$ cat config.mk
export PLATFORM = sky130hd
export DESIGN_NAME = utf16_to_utf8_newline_normalizer
export DESIGN_NICKNAME = d
export VERILOG_FILES = /design/src/hdl/u8n_pkg.sv /design/src/hdl/utf16_to_utf8_newline_normalizer.sv /design/src/hdl/u8n_front.sv /design/src/hdl/u8n_queue.sv /design/src/hdl/u8n_back.sv
export SDC_FILE = /design/constraint.sdc
export NUM_CORES = 1
export LEC_CHECK = 0
export ABC_AREA = 1
export ABC_CLOCK_PERIOD_IN_PS = 4500
export BUFFER_PORTS_ARGS = -buffer_cell sky130_fd_sc_hd__buf_2
export CAP_MARGIN = 30
export CORE_ASPECT_RATIO = 0.9
export CORE_MARGIN = 8
export CORE_UTILIZATION = 35
export CTS_BUF_LIST = sky130_fd_sc_hd__clkbuf_2 sky130_fd_sc_hd__clkbuf_4 sky130_fd_sc_hd__clkbuf_8
export DETAILED_ROUTE_END_ITERATION = 6
export GPL_TIMING_DRIVEN = 1
export PLACE_DENSITY = 0.53
export SLEW_MARGIN = 15
export SYNTH_ARGS = -nofsm -noshare
export SYNTH_HDL_FRONTEND = slang
export SYNTH_SLANG_ARGS = --single-unit
$ cat constraint.sdc
create_clock -name clk -period 4.5 [get_ports clk]
set_input_delay 0.45 -clock clk [delete_from_list [all_inputs] [get_ports clk]]
set_output_delay 0.45 -clock clk [all_outputs]
set_load 0.01 [all_outputs]
$ cat src/hdl/u8n_pkg.sv
`timescale 1ns / 1ps
// ----------------------------------------------------------------------------
// u8n_pkg
// Shared types, constants and UTF-8 encode helpers for the UTF-16 to UTF-8
// transcoder with newline normalization.
// ----------------------------------------------------------------------------
package u8n_pkg;

  // Special code units and code points
  localparam logic [15:0] UNIT_CR     = 16'h000d;
  localparam logic [15:0] UNIT_LF     = 16'h000a;
  localparam logic [15:0] HI_FIRST    = 16'hd800;
  localparam logic [15:0] HI_LAST     = 16'hdbff;
  localparam logic [15:0] LO_FIRST    = 16'hdc00;
  localparam logic [15:0] LO_LAST     = 16'hdfff;
  localparam logic [20:0] CP_LF       = 21'h00000a;
  localparam logic [20:0] CP_REPLACE  = 21'h00fffd;
  localparam logic [20:0] CP_SUPP_BASE = 21'h010000;

  // Command queue geometry
  localparam int Q_DEPTH = 4;
  localparam int Q_AW    = $clog2(Q_DEPTH);
  localparam int Q_CW    = $clog2(Q_DEPTH + 1);

  // Input and output words
  typedef struct packed {
    logic [15:0] code_unit;
    logic        end_of_text;
  } in_item_t;

  typedef struct packed {
    logic [7:0] utf8_byte;
    logic       final_byte;
  } out_item_t;

  // One queued command: one or two code points settled by one input word
  typedef struct packed {
    logic [20:0] cp0;
    logic        cp1_valid;
    logic [20:0] cp1;
    logic        ending;
  } cmd_t;

  function automatic logic is_high(input logic [15:0] u);
    return (u >= HI_FIRST) && (u <= HI_LAST);
  endfunction

  function automatic logic is_low(input logic [15:0] u);
    return (u >= LO_FIRST) && (u <= LO_LAST);
  endfunction

  // Number of UTF-8 bytes for a code point
  function automatic logic [2:0] byte_count(input logic [20:0] cp);
    logic [2:0] n;
    if (cp < 21'h000080) begin
      n = 3'd1;
    end else if (cp < 21'h000800) begin
      n = 3'd2;
    end else if (cp < 21'h010000) begin
      n = 3'd3;
    end else begin
      n = 3'd4;
    end
    return n;
  endfunction

  // Byte at position idx (0 = lead byte) of the encoding of cp
  function automatic logic [7:0] utf8_at(input logic [20:0] cp, input logic [1:0] idx);
    logic [2:0] n;
    logic [2:0] rem;
    logic [7:0] b;
    n   = byte_count(cp);
    rem = n - 3'd1 - {1'b0, idx};
    b   = 8'h00;
    if (idx == 2'd0) begin
      case (n)
        3'd1:    b = cp[7:0];
        3'd2:    b = 8'hc0 | {3'b000, cp[10:6]};
        3'd3:    b = 8'he0 | {4'h0, cp[15:12]};
        default: b = 8'hf0 | {5'b00000, cp[20:18]};
      endcase
    end else begin
      case (rem)
        3'd0:    b = 8'h80 | {2'b00, cp[5:0]};
        3'd1:    b = 8'h80 | {2'b00, cp[11:6]};
        default: b = 8'h80 | {2'b00, cp[17:12]};
      endcase
    end
    return b;
  endfunction

endpackage

$ cat src/hdl/utf16_to_utf8_newline_normalizer.sv
`timescale 1ns / 1ps
// ----------------------------------------------------------------------------
// utf16_to_utf8_newline_normalizer
// UTF-16 to UTF-8 transcoder that folds CR and CRLF into LF and replaces lone
// surrogates with U+FFFD.
// ----------------------------------------------------------------------------
// The input takes one UTF-16 word per cycle while the four-entry command
// queue has room; the output gives one UTF-8 byte per cycle while the output
// register is empty or out_ready is high. A word settles zero bytes when it
// is held or folded away, one to four normally, up to six when a held unit is
// flushed together with it. The byte encoder sets the sustained rate. A word's
// first byte passes through the command queue and then the registered output
// stage. A set end_of_text or a zero word flushes any pending CR or high
// surrogate and marks the last byte with final_byte; a zero word with nothing
// pending produces no byte.
// ----------------------------------------------------------------------------
module utf16_to_utf8_newline_normalizer (
  input  logic               clk,
  input  logic               rst,
  input  logic               in_valid,
  output logic               in_ready,
  input  u8n_pkg::in_item_t  in_item,
  output logic               out_valid,
  input  logic               out_ready,
  output u8n_pkg::out_item_t out_item
);
  import u8n_pkg::*;

  logic q_full;
  logic q_empty;
  logic push;
  logic pop;
  cmd_t push_cmd;
  cmd_t head;

  u8n_front u_front (
    .clk      (clk),
    .rst      (rst),
    .in_valid (in_valid),
    .in_ready (in_ready),
    .in_item  (in_item),
    .q_full   (q_full),
    .push     (push),
    .push_cmd (push_cmd)
  );

  u8n_queue u_queue (
    .clk      (clk),
    .rst      (rst),
    .push     (push),
    .push_cmd (push_cmd),
    .pop      (pop),
    .full     (q_full),
    .empty    (q_empty),
    .head     (head)
  );

  u8n_back u_back (
    .clk       (clk),
    .rst       (rst),
    .q_empty   (q_empty),
    .head      (head),
    .pop       (pop),
    .out_valid (out_valid),
    .out_ready (out_ready),
    .out_item  (out_item)
  );

endmodule

$ cat src/hdl/u8n_front.sv
`timescale 1ns / 1ps
// ----------------------------------------------------------------------------
// u8n_front
// Accepts UTF-16 words, tracks the pending CR or high surrogate, and turns
// each word into a command of up to two code points for the back end.
// ----------------------------------------------------------------------------
module u8n_front (
  input  logic             clk,
  input  logic             rst,
  input  logic             in_valid,
  output logic             in_ready,
  input  u8n_pkg::in_item_t in_item,
  input  logic             q_full,
  output logic             push,
  output u8n_pkg::cmd_t    push_cmd
);
  import u8n_pkg::*;

  logic        held_valid;
  logic [15:0] held_unit;
  logic        held_valid_next;
  logic [15:0] held_unit_next;
  logic        accept;

  assign in_ready = !q_full;
  assign accept   = in_valid && in_ready;

  // Classify the word against the held unit
  always_comb begin
    logic [15:0] u;
    logic        ending;
    logic        consumed;
    logic        a_valid;
    logic [20:0] a_cp;
    logic        b_valid;
    logic [20:0] b_cp;
    u        = in_item.code_unit;
    ending   = in_item.end_of_text || (u == 16'h0000);
    consumed = 1'b0;
    a_valid  = 1'b0;
    a_cp     = CP_LF;
    b_valid  = 1'b0;
    b_cp     = CP_LF;
    held_valid_next = 1'b0;
    held_unit_next  = 16'h0000;

    // Settle the held unit
    if (held_valid) begin
      a_valid = 1'b1;
      if (held_unit == UNIT_CR) begin
        a_cp     = CP_LF;
        consumed = (u == UNIT_LF);
      end else if (is_low(u)) begin
        a_cp     = CP_SUPP_BASE + {1'b0, held_unit[9:0], u[9:0]};
        consumed = 1'b1;
      end else begin
        a_cp = CP_REPLACE;
      end
    end

    // Handle the new word
    if (!consumed && (u != 16'h0000)) begin
      if ((u == UNIT_CR) || is_high(u)) begin
        if (ending) begin
          b_valid = 1'b1;
          b_cp    = (u == UNIT_CR) ? CP_LF : CP_REPLACE;
        end else begin
          held_valid_next = 1'b1;
          held_unit_next  = u;
        end
      end else if (is_low(u)) begin
        b_valid = 1'b1;
        b_cp    = CP_REPLACE;
      end else begin
        b_valid = 1'b1;
        b_cp    = {5'b00000, u};
      end
    end

    // Pack the first emitted code point into slot 0
    push_cmd.ending    = ending;
    push_cmd.cp0       = a_valid ? a_cp : b_cp;
    push_cmd.cp1_valid = a_valid && b_valid;
    push_cmd.cp1       = b_cp;
    push               = accept && (a_valid || b_valid);
  end

  // Hold the pending unit
  always_ff @(posedge clk) begin
    if (rst) begin
      held_valid <= 1'b0;
      held_unit  <= 16'h0000;
    end else if (accept) begin
      held_valid <= held_valid_next;
      held_unit  <= held_unit_next;
    end
  end

endmodule

$ cat src/hdl/u8n_queue.sv
`timescale 1ns / 1ps
// ----------------------------------------------------------------------------
// u8n_queue
// Short command queue between the front end and the byte encoder.
// ----------------------------------------------------------------------------
module u8n_queue (
  input  logic          clk,
  input  logic          rst,
  input  logic          push,
  input  u8n_pkg::cmd_t push_cmd,
  input  logic          pop,
  output logic          full,
  output logic          empty,
  output u8n_pkg::cmd_t head
);
  import u8n_pkg::*;

  cmd_t             slots [Q_DEPTH];
  logic [Q_AW-1:0]  wr_ptr;
  logic [Q_AW-1:0]  rd_ptr;
  logic [Q_CW-1:0]  count;

  assign full  = (count == Q_CW'(Q_DEPTH));
  assign empty = (count == '0);
  assign head  = slots[rd_ptr];

  // Store pushed commands
  always_ff @(posedge clk) begin
    if (push) begin
      slots[wr_ptr] <= push_cmd;
    end
  end

  // Advance pointers and occupancy
  always_ff @(posedge clk) begin
    if (rst) begin
      wr_ptr <= '0;
      rd_ptr <= '0;
      count  <= '0;
    end else begin
      if (push) begin
        wr_ptr <= wr_ptr + 1'b1;
      end
      if (pop) begin
        rd_ptr <= rd_ptr + 1'b1;
      end
      if (push && !pop) begin
        count <= count + 1'b1;
      end else if (pop && !push) begin
        count <= count - 1'b1;
      end
    end
  end

  a_no_overflow : assert property (@(posedge clk) disable iff (rst) push |-> !full)
    else $error("command pushed into full queue");
  a_no_underflow : assert property (@(posedge clk) disable iff (rst) pop |-> !empty)
    else $error("command popped from empty queue");
  a_count_bound : assert property (@(posedge clk) disable iff (rst)
    count <= Q_CW'(Q_DEPTH))
    else $error("queue occupancy out of range");
  a_count_grow : assert property (@(posedge clk) disable iff (rst)
    (push && !pop) |=> (count == $past(count) + 1'b1))
    else $error("queue occupancy did not grow on push");

endmodule

$ cat src/hdl/u8n_back.sv
`timescale 1ns / 1ps
// ----------------------------------------------------------------------------
// u8n_back
// Expands queued code points into UTF-8 bytes, one byte per cycle while the
// output is not stalled, into a registered output stage.
// ----------------------------------------------------------------------------
module u8n_back (
  input  logic               clk,
  input  logic               rst,
  input  logic               q_empty,
  input  u8n_pkg::cmd_t      head,
  output logic               pop,
  output logic               out_valid,
  input  logic               out_ready,
  output u8n_pkg::out_item_t out_item
);
  import u8n_pkg::*;

  logic        sel;
  logic [1:0]  idx;
  logic [20:0] cur_cp;
  logic [2:0]  cur_cnt;
  logic        last_of_cp;
  logic        last_of_cmd;
  logic        load;

  // Select the current code point and byte position
  assign cur_cp      = sel ? head.cp1 : head.cp0;
  assign cur_cnt     = byte_count(cur_cp);
  assign last_of_cp  = ({1'b0, idx} == (cur_cnt - 3'd1));
  assign last_of_cmd = last_of_cp && (sel || !head.cp1_valid);
  assign load        = !q_empty && (!out_valid || out_ready);
  assign pop         = load && last_of_cmd;

  // Advance through the command and hold the output word
  always_ff @(posedge clk) begin
    if (rst) begin
      sel       <= 1'b0;
      idx       <= 2'd0;
      out_valid <= 1'b0;
    end else begin
      if (load) begin
        out_valid <= 1'b1;
        if (last_of_cmd) begin
          sel <= 1'b0;
          idx <= 2'd0;
        end else if (last_of_cp) begin
          sel <= 1'b1;
          idx <= 2'd0;
        end else begin
          idx <= idx + 2'd1;
        end
      end else if (out_ready) begin
        out_valid <= 1'b0;
      end
    end
  end

  always_ff @(posedge clk) begin
    if (load) begin
      out_item.utf8_byte  <= utf8_at(cur_cp, idx);
      out_item.final_byte <= last_of_cmd && head.ending;
    end
  end

endmodule
* Word level (Yosys, flattened, before mapping)
Memories as Yosys holds them, arrays and structs flattened. A register that Yosys moved wholly into a read port is not among the register bits.
Cells that the tools add are included.
W data, S select, Z words.
** Storage, ports and cells
- Register bits after elaboration :: 37
- Latch bits :: 0
- RAM bits :: 176
- Memory bits (read-only) :: 0
- Input bits :: 21
- Output and inout bits :: 11
- Logic and storage cells :: 111
- Memories kept :: 1
** Memory list
- u_queue.slots :: words 4, width 44, read ports 1, clocked after Yosys merged registers in 1, wr ports 1, RTL line u8n_queue.sv:18 : cmd_t slots [Q_DEPTH];
** Cells by class
- $add $sub $neg :: 9
- Multiply operators :: 0
- Div/mod/pow operators :: 0
- Order comparisons :: 7
- Equal/unequal tests :: 9
- Shifts and indexed selects :: 0
- Mux-type cells :: 42
- Bitwise logic cells :: 0
- Reductions and logical operators :: 33
** Operators by type and width (number)
- $mux W21 :: 8
- $mux W16 :: 5
- $eq A16 B4 Y1 const B :: 3
- $ge A16 B16 Y1 const B :: 2
- $le A16 B16 Y1 const B :: 2
- $pmux W8 S3 :: 1
- $add A17 B20 Y21 const A :: 1
- $lt A21 B12 Y1 const B :: 1
- $lt A21 B17 Y1 const B :: 1
- $lt A21 B8 Y1 const B :: 1
- $mux W3 :: 6
- $logic_not A16 Y1 :: 1
- $mux W1 :: 16
- $reduce_bool A16 Y1 :: 1
- $logic_and A1 B1 Y1 :: 12
- $pmux W6 S2 :: 1
- $sub A3 B1 Y3 const B :: 3
- $mux W2 :: 4
- $mux W8 :: 1
- $logic_not A1 Y1 :: 7
- $add A2 B1 Y2 const B :: 3
- $eq A3 B1 Y1 const B :: 2
- $eq A3 B2 Y1 const B :: 2
- $logic_not A3 Y1 :: 2
- 8 further kinds :: 14

* Logic depth before layout (Yosys ltp)
Gate-level depths: netlist of the first run.
- Depth after elaboration :: 14
- Gate-level depth with buffers :: 26
- Gate-level depth less buffers :: 24

* Cells and area by module
From an unflattened synthesis of the first run, not the netlist that was laid out.
** Second synthesis, totals
- Cells, all modules :: 1006
- Area, all modules :: 10153.5 um^2
** Modules (own cells, without submodules)
- u8n_queue :: instances 1, cells an instance 483, area each 7053.0 um^2, sequential area each 5465.2 um^2
- u8n_front :: instances 1, cells an instance 285, area each 1716.6 um^2, sequential area each 340.3 um^2
- u8n_back :: instances 1, cells an instance 238, area each 1383.8 um^2, sequential area each 350.3 um^2

* Least setup slack after synthesis of the first run
No wires, ideal clock.
- Kind :: input-to-reg
- Start :: in in_item[1] in the netlist's numbering
- End :: mem u_queue.slots[0][0] in the netlist's numbering (enable)
- Library setup time :: 0.435 ns
- Arrival time :: 3.071 ns
- Data required time :: 4.065 ns
- Setup slack :: 0.994 ns
- Stages :: 8
- Cell sequence :: or2_1 > nor3_2 > a21oi_1 > nand2_1 > nand3_2 > nand2_1 > nand2_1 > nor2_1
** Between the ends
- Cells in the longest elaborated chain, start to end :: 12
- Elaborated cells between the ends (all ways) :: 24
- Those cells by class :: order compare (4); eq/ne (2); mux (8); reduce/logical (10)
** Ends and longest elaborated chain
- from (decl) :: RTL line utf16_to_utf8_newline_normalizer.sv:22 : input u8n_pkg::in_item_t in_item,
- $ge A16 B16 Y1 / $le A16 B16 Y1 (equally long branches) :: RTL line u8n_pkg.sv:49 : return (u >= LO_FIRST) && (u <= LO_LAST);
- $logic_and A1 B1 Y1 :: RTL line u8n_pkg.sv:49
- $mux W1 :: RTL line u8n_front.sv:53 : end else if (is_low(u)) begin
- $mux W1 :: RTL line u8n_front.sv:50 : if (held_unit == UNIT_CR) begin
- $mux W1 :: RTL line u8n_front.sv:48 : if (held_valid) begin
- $logic_not A1 Y1 :: RTL line u8n_front.sv:62 : if (!consumed && (u != 16'h0000)) begin
- $logic_and A1 B1 Y1 :: RTL line u8n_front.sv:62
- $mux W1 * :: RTL line u8n_front.sv:62
- $logic_or A1 B1 Y1 * :: RTL line u8n_front.sv:85 : push = accept && (a_valid || b_valid);
- $logic_and A1 B1 Y1 * :: RTL line u8n_front.sv:85
- $mux W1 * :: RTL line u8n_queue.sv:29 : if (push) begin
- $mux W1 (implied by the code) * :: RTL line u8n_queue.sv:30 : slots[wr_ptr] <= push_cmd;
- to (decl) :: RTL line u8n_queue.sv:18
Mark *: on every way between the ends. The rest lies on a longest branch, timed or not.

==> out/metrics.yaml, run 1 <==
run_status:
  status: "finished clean"
power_and_ir_drop:
  swShare: 0.303
  power.internal_mw: 2.89
  irDropWorstVdd_uv: 171
  p_sw_mw: 1.26
  cellLeakagePower_nw: 3.97
  pwr-share-clk: 0.285
  power.density_nw_per_um2: 408
  pwr-share-seq: 0.523
  pwr-share-comb: 0.191
placement:
  port-buffer-count: 31
  hpwl_mm: 15.8
  place_ws_ns: 0.580
  place_congestion: 0.896
critical_path:
  critPathSlowestCell: "fa_1"
  crit_required_ns: 4.87
  endpoint_kind: "register"
  critPathBufInv: 4
  crit_chain: "buf_12 > nand2_1 > nand2_1 > o21ai_0 > o21ai_2 > nand3_1 > nor2_1 > nand3_1 > o21ai_0 > inv_1 > ha_1 > inv_1 > o21bai_1 > nand2_1 > nand4_2 > ha_1 > inv_1 > fa_1 > a21oi_1 > o21ai_0 > o21ai_0 > a21oi_1"
  arrival_ns: 4.33
  slowest_delay_ns: 0.43
  crit_fanout: 80
  critical-path-top-delay-family: "compound AO/OA/AOI/OAI gates"
  start_kind: "register"
  worstSetupPathType: "register to register"
  crit_path_frequent_cell: "o21ai_0"
synth:
  yosys_warnings: 0
  postSynth.asyncResetShare: 0
  netlist_area_um2: 9200
  synth_cell_types: 38
  synth_cells: 967
  ys_seq_elements: 195
  synth.avg_cell_area_um2: 9.51
  synth_edf_count: 165
  synth_fp_nets: 1002
  ys.flop_type: "edfxtp_1"
  yosysSeqAreaShare: 0.604
cells_and_area:
  n_antenna_cell: 0
  post-route-util: 0.392
  fill_cells: 2607
  regArea_um2: 5560
  syn_to_final_growth_pct: 10.5
  fin_nets: 1027
  multi_input_area_um2: 3110
  drive_gt1_frac: 0.120
die:
  die_h_um: 170
  rows: 56
  start_util: 0.355
  die-area_um2: 31700
  core_area_um2: 25900
  io-pin-count: 32
  fp.dieW_um: 187
timing:
  setup_slack_ns: 0.540
  finalMaxSlewViolations: 0
  clock_skew_ns: 0.0213
  fmax_mhz: 253
  rsz0062_at_grt: "no"
  fin_crit_ns: 3.96
  finalSetupViolations: 0
  worstMarginPinSlew_ns: 0.864
  hold_violations: 0
  finalSetupTns_ns: 0
  fin_crit_sh: 0.880
  maxSlewHeadroom: 0.422
clock_network:
  htreeDepth: 4
  insertion_delay_ns: 0.48
  cts_tree: "built"
  numCtsBuffers: 17
  clk_pin_slew_ns: 0.11
  post_cts_buffers: 0
  cts-root-buf: "clkbuf_8"
  hold_buffers: 0
  cts_sinks: 195
  clock_path_buffers: 2
  cts_resized: 0
grt:
  grt_remaining_overflow: 0
  track_usage: 0.150
  antenna_found_initial: 0
  grt_max_degree: 81
  grt_pass1_wl_mm: 36.9
  grt_pass1_vias: 6395
routing:
  via_per_inst: 4.93
  routedWlPerCell_um: 17.2
  drt-pass1-iter-count: 5
  vias: 6665
  drtIter0Drc: 620
  ant_nets: 0
  drc_errors: 0
  routed_wl_mm: 23.3
hold_path:
  hold_path.class: "input pin to register"
job:
  maxCapViolations: 0
## cell usage in the layout (no fill, tap or decap), drive strengths merged, types with 3 or more instances in the layout
cell / Yosys / layout
o21ai: 71 / 71
clkbuf: 13 / 18
nand3: 68 / 68
a21oi: 37 / 37
a22o: 6 / 6
clkinv: 2 / 6
buf: 28 / 47
dfxtp: 30 / 30
a31oi: 11 / 11
edfxtp: 165 / 165
o22ai: 3 / 3
nor3: 11 / 11
inv: 86 / 93
nand2: 251 / 251
nand4: 18 / 18
nor2: 142 / 142
ha: 12 / 12
## path summary, 6_finish.rpt
| path | start | cells after the start | slack [ns] | end |
|---|---|---|---|---|
| worst max-delay path | register | 22 | 0.54 | u_queue.count[2] |
| worst min register to register | u_front.held_unit[10] | 2 | 0.45 | u_front.held_unit[10] |
| worst max register to register | register | 22 | 0.54 | u_queue.count[2] |
| worst min-delay path | in_item[4] | 3 | 0.25 | u_front.held_unit[3] |
## synthesized netlist by cell type, drive strengths merged (6+ instances only)
cell type / n / area share
nand2: 251 / 0.10
a21oi: 37 / 0.020
nand3: 68 / 0.039
inv: 86 / 0.035
o21ai: 71 / 0.040
dfxtp: 30 / 0.065
nor2: 142 / 0.068
buf: 28 / 0.020
ha: 12 / 0.016
nand4: 18 / 0.013
edfxtp: 165 / 0.54
clkbuf: 13 / 0.0053
a22o: 6 / 0.0057
a31oi: 11 / 0.0075
nor3: 11 / 0.0065
## per-stage QoR
stage / power [mW] / instances / instance area [µm²] / hold WS (ns)
after floorplan: 2.75 / 967 / 9200 / 0.419
after global placement: 3.02 / 1321 / 9750 / 0.431
after detailed placement: 3.02 / 1321 / 9750 / 0.429
after CTS: 4.19 / 1353 / 10200 / 0.225
after global routing: 4.37 / 1353 / 10200 / 0.246
final: 4.15 / 1353 / 10200 / 0.250
## state kept, by name, indices dropped and copies added, names as in the netlist, named ones only
register and flops:
u_queue.wr_ptr 2, u_back.idx 2, u_queue.slots 156, u_back.out_item 9, u_front.held_valid 1, u_back.sel 1, u_back.out_valid 1, u_queue.count 3
u_queue.rd_ptr 2, u_front.held_unit 16
## power groups by stage
stage	combinational [mW]	clock, mW	sequential [mW]
3_5_place_dp	0.802	0	2.22
4_1_cts	0.803	1.21	2.17
3_3_place_gp	0.801	0	2.22
6_report	0.794	1.18	2.17
5_1_grt	0.902	1.28	2.19
2_1_floorplan	0.516	0	2.23
## worst register-to-register path: stages, from the launching register on
cell and delay (ns):
dfxtp_2 0.39, buf_12 0.32, nand2_1 0.13, nand2_1 0.07
o21ai_0 0.11, o21ai_2 0.27, nand3_1 0.11, nor2_1 0.22
nand3_1 0.14, o21ai_0 0.21, inv_1 0.13, ha_1 0.25
inv_1 0.08, o21bai_1 0.11, nand2_1 0.09, nand4_2 0.12
ha_1 0.17, inv_1 0.07, fa_1 0.43, a21oi_1 0.14
o21ai_0 0.11, o21ai_0 0.16, a21oi_1 0.06
## final cells by class
type                       count  area share
inverter                      88      0.0327
timing repair buffer          47      0.0308
tap                          348      0.0428
clock inverter                14      0.0162
clock buffer                  18      0.0244
multi-input combinational    643       0.306
sequential                   195       0.547
## routing by layer
layer | track usage | part of all wire | routed length [µm]
met4 | 0.0338 | 0.0078 | 182
met3 | 0.0294 | 0.055 | 1290
met1 | 0.215 | 0.50 | 11600
met2 | 0.232 | 0.44 | 10200
met5 | 0 | 0 | 0
## logic make-up (layout without fill, tap and decap cells)
| kind of cell | Yosys count | count (layout) | synth area share |
|---|---|---|---|
| AOI/OAI and AO/OA | 132 | 132 | 0.0785 |
| xor gates and xnor gates | 3 | 3 | 0.00286 |
| adders and majority gates | 14 | 14 | 0.0207 |
| buffers and inverters | 129 | 167 | 0.0615 |
| DFF | 195 | 195 | 0.604 |
| and+or+nand+nor | 494 | 494 | 0.233 |
Power figures use the tool's default switching activity.
==> inputs of run 2 (changes only) <==
Settings changed: ABC_AREA 1 to 0.
==> out/metrics.yaml, run 2 <==
hold_path:
  hold_depth: 3  # unchanged
  hold_end: "u_front.held_unit[1]"
  hold_start: "in_item[2]"
  hold_path.class: "input pin to register"
timing:
  fmax_mhz: 235  # -7.1%
  setup_slack_ns: 0.239  # -0.301 ns
  finalSetupViolations: 0  # unchanged
  hold_violations: 0  # unchanged
  fin_crit_sh: 0.947  # +0.0668
  rsz0062_at_grt: "no"
  finalSetupTns_ns: 0  # unchanged
  maxSlewHeadroom: 0.467  # +0.0452
  fin_crit_ns: 4.26  # +0.301 ns
  worstMarginPinSlew_ns: 0.797  # -0.0671 ns
  finalMaxSlewViolations: 0  # unchanged
  clock_skew_ns: 0.0130  # -0.00830 ns
critical_path:
  crit_required_ns: 4.89  # +0.02 ns
  critPathBufInv: 2  # -2
  r2r_cells: 18  # -18%
  critical-path-top-delay-family: "simple AND/OR/NAND/NOR gates"
  slowest_delay_ns: 0.58  # +0.15 ns
  endpoint_kind: "register"
  crit_chain: "clkbuf_16 > mux4_1 > mux2i_2 > nand4_2 > nor4_4 > nor2_2 > ha_1 > xnor2_2 > nor4b_2 > a22o_1 > nor3_4 > or2_4 > ha_4 > inv_1 > fa_2 > xor2_1 > or3_1 > a21oi_1"
  crit_fanout: 12  # -85%
  worstSetupPathType: "register to register"
  worstReg2RegEnd: "u_queue.count[2]"
  start_kind: "register"
  critPathSlowestCell: "mux4_1"
  r2r_slack_ns: 0.24  # -0.30 ns
  arrival_ns: 4.65  # +0.32 ns
grt:
  grt_remaining_overflow: 0  # unchanged
  grt_pass1_wl_mm: 30.1  # -18%
  grt_pass1_vias: 5166  # -19%
  grt_max_degree: 40  # -51%
  track_usage: 0.133  # -0.0168
  antenna_found_initial: 0  # unchanged
synth:
  netlist_area_um2: 8630  # -6.2%
  yosysTopAreaCellShare: 0.574  # +0.0356
  yosys_warnings: 0  # unchanged
  synth_cells: 567  # -41%
  ys.flop_type: "edfxtp_1"
  synth_fp_nets: 602  # -40%
  synth_area_leaders: "edfxtp_1 57%, mux4_2 9.4%, dfxtp_1 7.0%"
  yosysSeqAreaShare: 0.644  # +0.0399
  synth_cell_types: 60  # +58%
  synth_edf_count: 165  # unchanged
  postSynth.asyncResetShare: 0  # unchanged
  ys_seq_elements: 195  # unchanged
  synth_common_cells: "165 x edfxtp_1, 36 x mux4_2, 35 x nand2_1"
  synth.avg_cell_area_um2: 15.2  # +60%
  synth_top_cell_by_area: "edfxtp_1"
  synth.most_common_cell: "edfxtp_1"
die:
  start_util: 0.356  # +0.000894
  core_area_um2: 24300  # -6.4%
  rows: 54  # -3.6%
  die-area_um2: 29900  # -5.6%
  fp.dieW_um: 182  # -2.9%
  io-pin-count: 32  # unchanged
  die_h_um: 165  # -2.9%
cells_and_area:
  syn_to_final_growth_pct: 14.2
  regArea_um2: 5560  # about the same
  layout_common_cells: "165 x edfxtp_1, 37 x mux4_2, 35 x nand2_1"
  fin_nets: 655  # -36%
  largest_reg_flops: 156  # unchanged
  multi_input_area_um2: 2950  # -5.3%
  drive_gt1_frac: 0.267  # +0.147
  reg_top3: "u_queue.slots (156), u_front.held_unit (16), u_back.out_item (9)"
  n_antenna_cell: 0  # unchanged
  layout_commonest_cell: "edfxtp_1"
  fill_cells: 2167  # -17%
  post-route-util: 0.406  # +0.0140
  top_register: "u_queue.slots"
power_and_ir_drop:
  power.density_nw_per_um2: 496  # +22%
  cellLeakagePower_nw: 3.29  # -17%
  irDropWorstVdd_uv: 199  # +16%
clock_network:
  cts_sinks: 195  # unchanged
  clock_path_buffers: 2  # unchanged
  cts-root-buf: "clkbuf_8"
  clk_pin_slew_ns: 0.10  # about the same
  numCtsBuffers: 17  # unchanged
  cts_tree: "built"
  insertion_delay_ns: 0.46  # -0.02 ns
  htreeDepth: 4  # unchanged
placement:
  place_congestion: 0.848  # -5.4%
  hpwl_mm: 13.4  # -16%
  place_ws_ns: 0.0946  # -0.486 ns
  port-buffer-count: 31  # unchanged
routing:
  drc_errors: 0  # unchanged
  drt-pass1-iter-count: 4  # -1
  routed_wl_mm: 19.7  # -15%
  drtIter0Drc: 367  # -41%
  via_per_inst: 5.27  # +7.0%
  routedWlPerCell_um: 21.0  # +22%
  vias: 4958  # -26%
  ant_nets: 0  # unchanged
run_status:
  status: "finished clean"
job:
  maxCapViolations: 0  # unchanged
[run 2: power by group]
| group | total, mW | switching, mW | internal [mW] |
|---|---|---|---|
| sequential | 2.31 | 0.0764 | 2.24 |
| combinational | 1.28 | 0.727 | 0.557 |
| clock | 1.29 | 0.623 | 0.668 |
[run 2: through the flow]
step	std cells	instance area, µm²	hold WS, ns	total power, mW
2_1_floorplan	567	8680	0.436	3.21
3_3_place_gp	906	9310	0.445	3.61
3_5_place_dp	906	9310	0.451	3.63
4_1_cts	938	9770	0.267	4.92
5_1_grt	941	9850	0.273	5.13
6_report	941	9850	0.293	4.89
[run 2: layout make-up]
class / count / area share
Clock buffer: 17 / 0.0238
Tap cell: 308 / 0.0391
Timing Repair Buffer: 58 / 0.0428
Clock inverter: 15 / 0.0230
Inverter: 19 / 0.00724
Multi-Input combinational cell: 329 / 0.300
Sequential cell: 195 / 0.565
[run 2: routing by layer]
metal	vias to the layer above	global-route usage	share of wire
met2	94	0.223	0.50
met5	-	0	0
met1	2556	0.175	0.45
li1	2301	-	-
met3	7	0.0314	0.043
met4	0	0.0290	0.0035
[run 2: how the worst max path moves through the flow]
stage / start / end / slack [ns] / cells after the start
after floorplan: register / u_queue.count[2] / 0.05 / 19
after detailed placement: register / u_queue.count[2] / 0.09 / 18
final: register / u_queue.count[2] / 0.24 / 18
after CTS: register / u_queue.count[2] / 0.07 / 18
after global placement: register / u_queue.count[2] / 0.16 / 18
after global routing: register / u_queue.count[2] / 0.02 / 18
[run 2: logic make-up after synthesis]
logic type                 count (synthesis)  share of synthesized area
AOI/OAI and AO/OA                         86                     0.0638
DFF                                      195                      0.644
muxes                                     69                      0.141
adders and majority gates                 14                     0.0220
and+or+nand+nor                          155                      0.102
buffers and inverters                     43                     0.0225
xor gates and xnor gates                   5                    0.00508
[run 2: what timing repair did]
item / 4_1_cts / 5_1_grt
resized for setup: 0 / 8
hold buffers: 0 / 0
setup buffers: 0 / 1
endpoints found under the setup margin: 0 / 2
[run 2: worst min-delay path, cell delays in order]
cell	delay, ns
buf_2	0.13
nand3_1	0.07
a21oi_1	0.06
==> inputs of run 3 (changes only) <==
Settings changed: RECOVER_POWER set to 100.
==> out/metrics.yaml, run 3 (synthesis results as in run 2) <==
timing:
  fmax_mhz: 235  # +0.24%
  finalSetupViolations: 0  # unchanged
  clock_skew_ns: 0.0136  # +0.000607 ns
  hold_ws_ns: 0.283  # -0.0102 ns
  rsz0062_at_grt: "no"
  worstMarginPinSlew_ns: 1.47  # +0.677 ns
  fin_crit_sh: 0.945  # -0.00222
  fin_crit_ns: 4.25  # -0.00999 ns
  finalSetupTns_ns: 0  # unchanged
  maxSlewHeadroom: 0.00326  # -0.464
  finalMaxSlewViolations: 0  # unchanged
  hold_violations: 0  # unchanged
power_and_ir_drop:
  pwr-share-clk: 0.266  # +0.002
  power.internal_mw: 3.43  # -0.90%
  swShare: 0.294  # +0.00198
  power.density_nw_per_um2: 497  # about the same
  cellLeakagePower_nw: 3.23  # -1.9%
  pwr-share-seq: 0.478  # +0.005
  irDropWorstVdd_uv: 199  # +0.13%
  pwr-share-comb: 0.256  # -0.007
  p_sw_mw: 1.43  # about the same
  p_total_mw: 4.86  # -0.63%
cells_and_area:
  reg_top3: "u_queue.slots (156), u_front.held_unit (16), u_back.out_item (9)"
  fin_nets: 655  # unchanged
  largest_reg_flops: 156  # unchanged
  n_antenna_cell: 0  # unchanged
  syn_to_final_growth_pct: 13.4
  fin_area_um2: 9790  # -0.65%
  layout_commonest_cell: "edfxtp_1"
  top_register: "u_queue.slots"
  drive_gt1_frac: 0.234  # -0.0332
  layout_common_cells: "165 x edfxtp_1, 37 x mux4_2, 35 x nand2_1"
  post-route-util: 0.403  # -0.00263
critical_path:
  crit_fanout: 6  # -6
  crit_required_ns: 4.90  # about the same
  endpoint_kind: "register"
  crit_path_frequent_cell: "nor3_4"
  r2r_cells: 18  # unchanged
  crit_chain: "buf_6 > mux4_2 > nor3_4 > a21oi_2 > nor4_4 > nor2_2 > ha_1 > xnor2_2 > nor4b_2 > a22o_1 > nor3_4 > or2_4 > ha_4 > inv_1 > fa_2 > xor2_1 > or3_1 > a21oi_1"
  setup.worst_path.end: "u_queue.count[2]"
  worstReg2RegEnd: "u_queue.count[2]"
  slowest_delay_ns: 0.55  # -0.03 ns
  arrival_ns: 4.65  # about the same
  start_kind: "register"
  worstSetupPathType: "register to register"
  r2r_slack_ns: 0.25  # about the same
  critPathSlowestCell: "mux4_2"
job:
  maxCapViolations: 1  # +1
routing:
  vias: 5014  # +1.1%
  drc_errors: 0  # unchanged
  routedWlPerCell_um: 21.1  # +0.67%
  drtIter0Drc: 380  # +3.5%
  routed_wl_mm: 19.9  # +0.67%
  ant_nets: 0  # unchanged
  drt-pass1-iter-count: 4  # unchanged
  via_per_inst: 5.33  # +1.1%
die:
  core_area_um2: 24300  # unchanged
  die-area_um2: 29900  # unchanged
  die_h_um: 165  # unchanged
  start_util: 0.356  # unchanged
  rows: 54  # unchanged
  io-pin-count: 32  # unchanged
  fp.dieW_um: 182  # unchanged
clock_network:
  clock_path_buffers: 2  # unchanged
  cts_tree: "built"
  cts-root-buf: "clkbuf_8"
  cts_sinks: 195  # unchanged
  clk_pin_slew_ns: 0.10  # about the same
  numCtsBuffers: 17  # unchanged
  htreeDepth: 4  # unchanged
  insertion_delay_ns: 0.47  # about the same
hold_path:
  hold_path.class: "input pin to register"
  hold_depth: 3  # unchanged
grt:
  track_usage: 0.133  # unchanged
  grt_pass1_wl_mm: 30.1  # unchanged
  grt_pass1_vias: 5166  # unchanged
  grt_remaining_overflow: 0  # unchanged
  grt_max_degree: 40  # unchanged
  antenna_found_initial: 0  # unchanged
run_status:
  status: "finished with violations"
  violations: "max-capacitance violations"
placement:
  post_dp_cell_area_um2: 9310  # unchanged
  hpwl_mm: 13.4  # unchanged
  place_congestion: 0.848  # unchanged
  port-buffer-count: 31  # unchanged
run 3: worst min path at each step:
stage / startpoint / slack, ns / to
2_1_floorplan: u_front.held_unit[14] / 0.44 / u_front.held_unit[14]
3_3_place_gp: u_front.held_unit[14] / 0.44 / u_front.held_unit[14]
3_5_place_dp: u_front.held_unit[11] / 0.45 / u_front.held_unit[11]
4_1_cts: in_item[2] / 0.27 / u_front.held_unit[1]
5_1_grt: in_item[6] / 0.27 / u_front.held_unit[5]
6_report: in_item[2] / 0.28 / u_front.held_unit[1]
run 3: routing by layer:
layer	part of all wire	routed length [µm]	vias to the layer above	track usage
li1	-	-	2301	-
met1	0.47	9250	2592	0.175
met2	0.49	9790	108	0.223
met3	0.035	697	13	0.0314
met4	0.0066	132	0	0.0290
met5	0	0	-	0
run 3: repair_timing:
action                                  in CTS  in global routing
setup buffers                                0                  1
gates resized for setup                      0                  8
hold buffers                                 0                  0
endpoints found under the setup margin       0                  2
run 3: area by class of cell:
cell class	count	area, µm²
clock buffers	17	234
clock inverters	15	226
well taps	308	385
multi-input cells	329	2930
fillers	2186	14500
inverters	19	71.3
flip-flops and latches	195	5560
repair buffers	58	382
run 3: worst max-delay path: cells and delay by family, from the launching register on:
kind,cells,cell delay [ns]
xor+xnor,2,0.34
compound gates,3,0.50
flops,1,0.43
buf+inv,2,0.21
mux,1,0.55
simple gates,7,1.36
fa+ha+maj,3,0.80
run 3: power by group through the flow:
stage | combinational, mW | clock, mW | sequential [mW]
finish | 1.24 | 1.29 | 2.32
CTS | 1.28 | 1.32 | 2.32
floorplan | 0.848 | 0 | 2.36
global route | 1.36 | 1.39 | 2.34
global placement | 1.26 | 0 | 2.35
detailed placement | 1.27 | 0 | 2.36
run 3: stage by stage:
step                instances  worst slack, ns
floorplan                 567           0.0462
global placement          906            0.157
detailed placement        906           0.0946
CTS                       938           0.0693
global route              941           0.0283
finish                    941            0.249
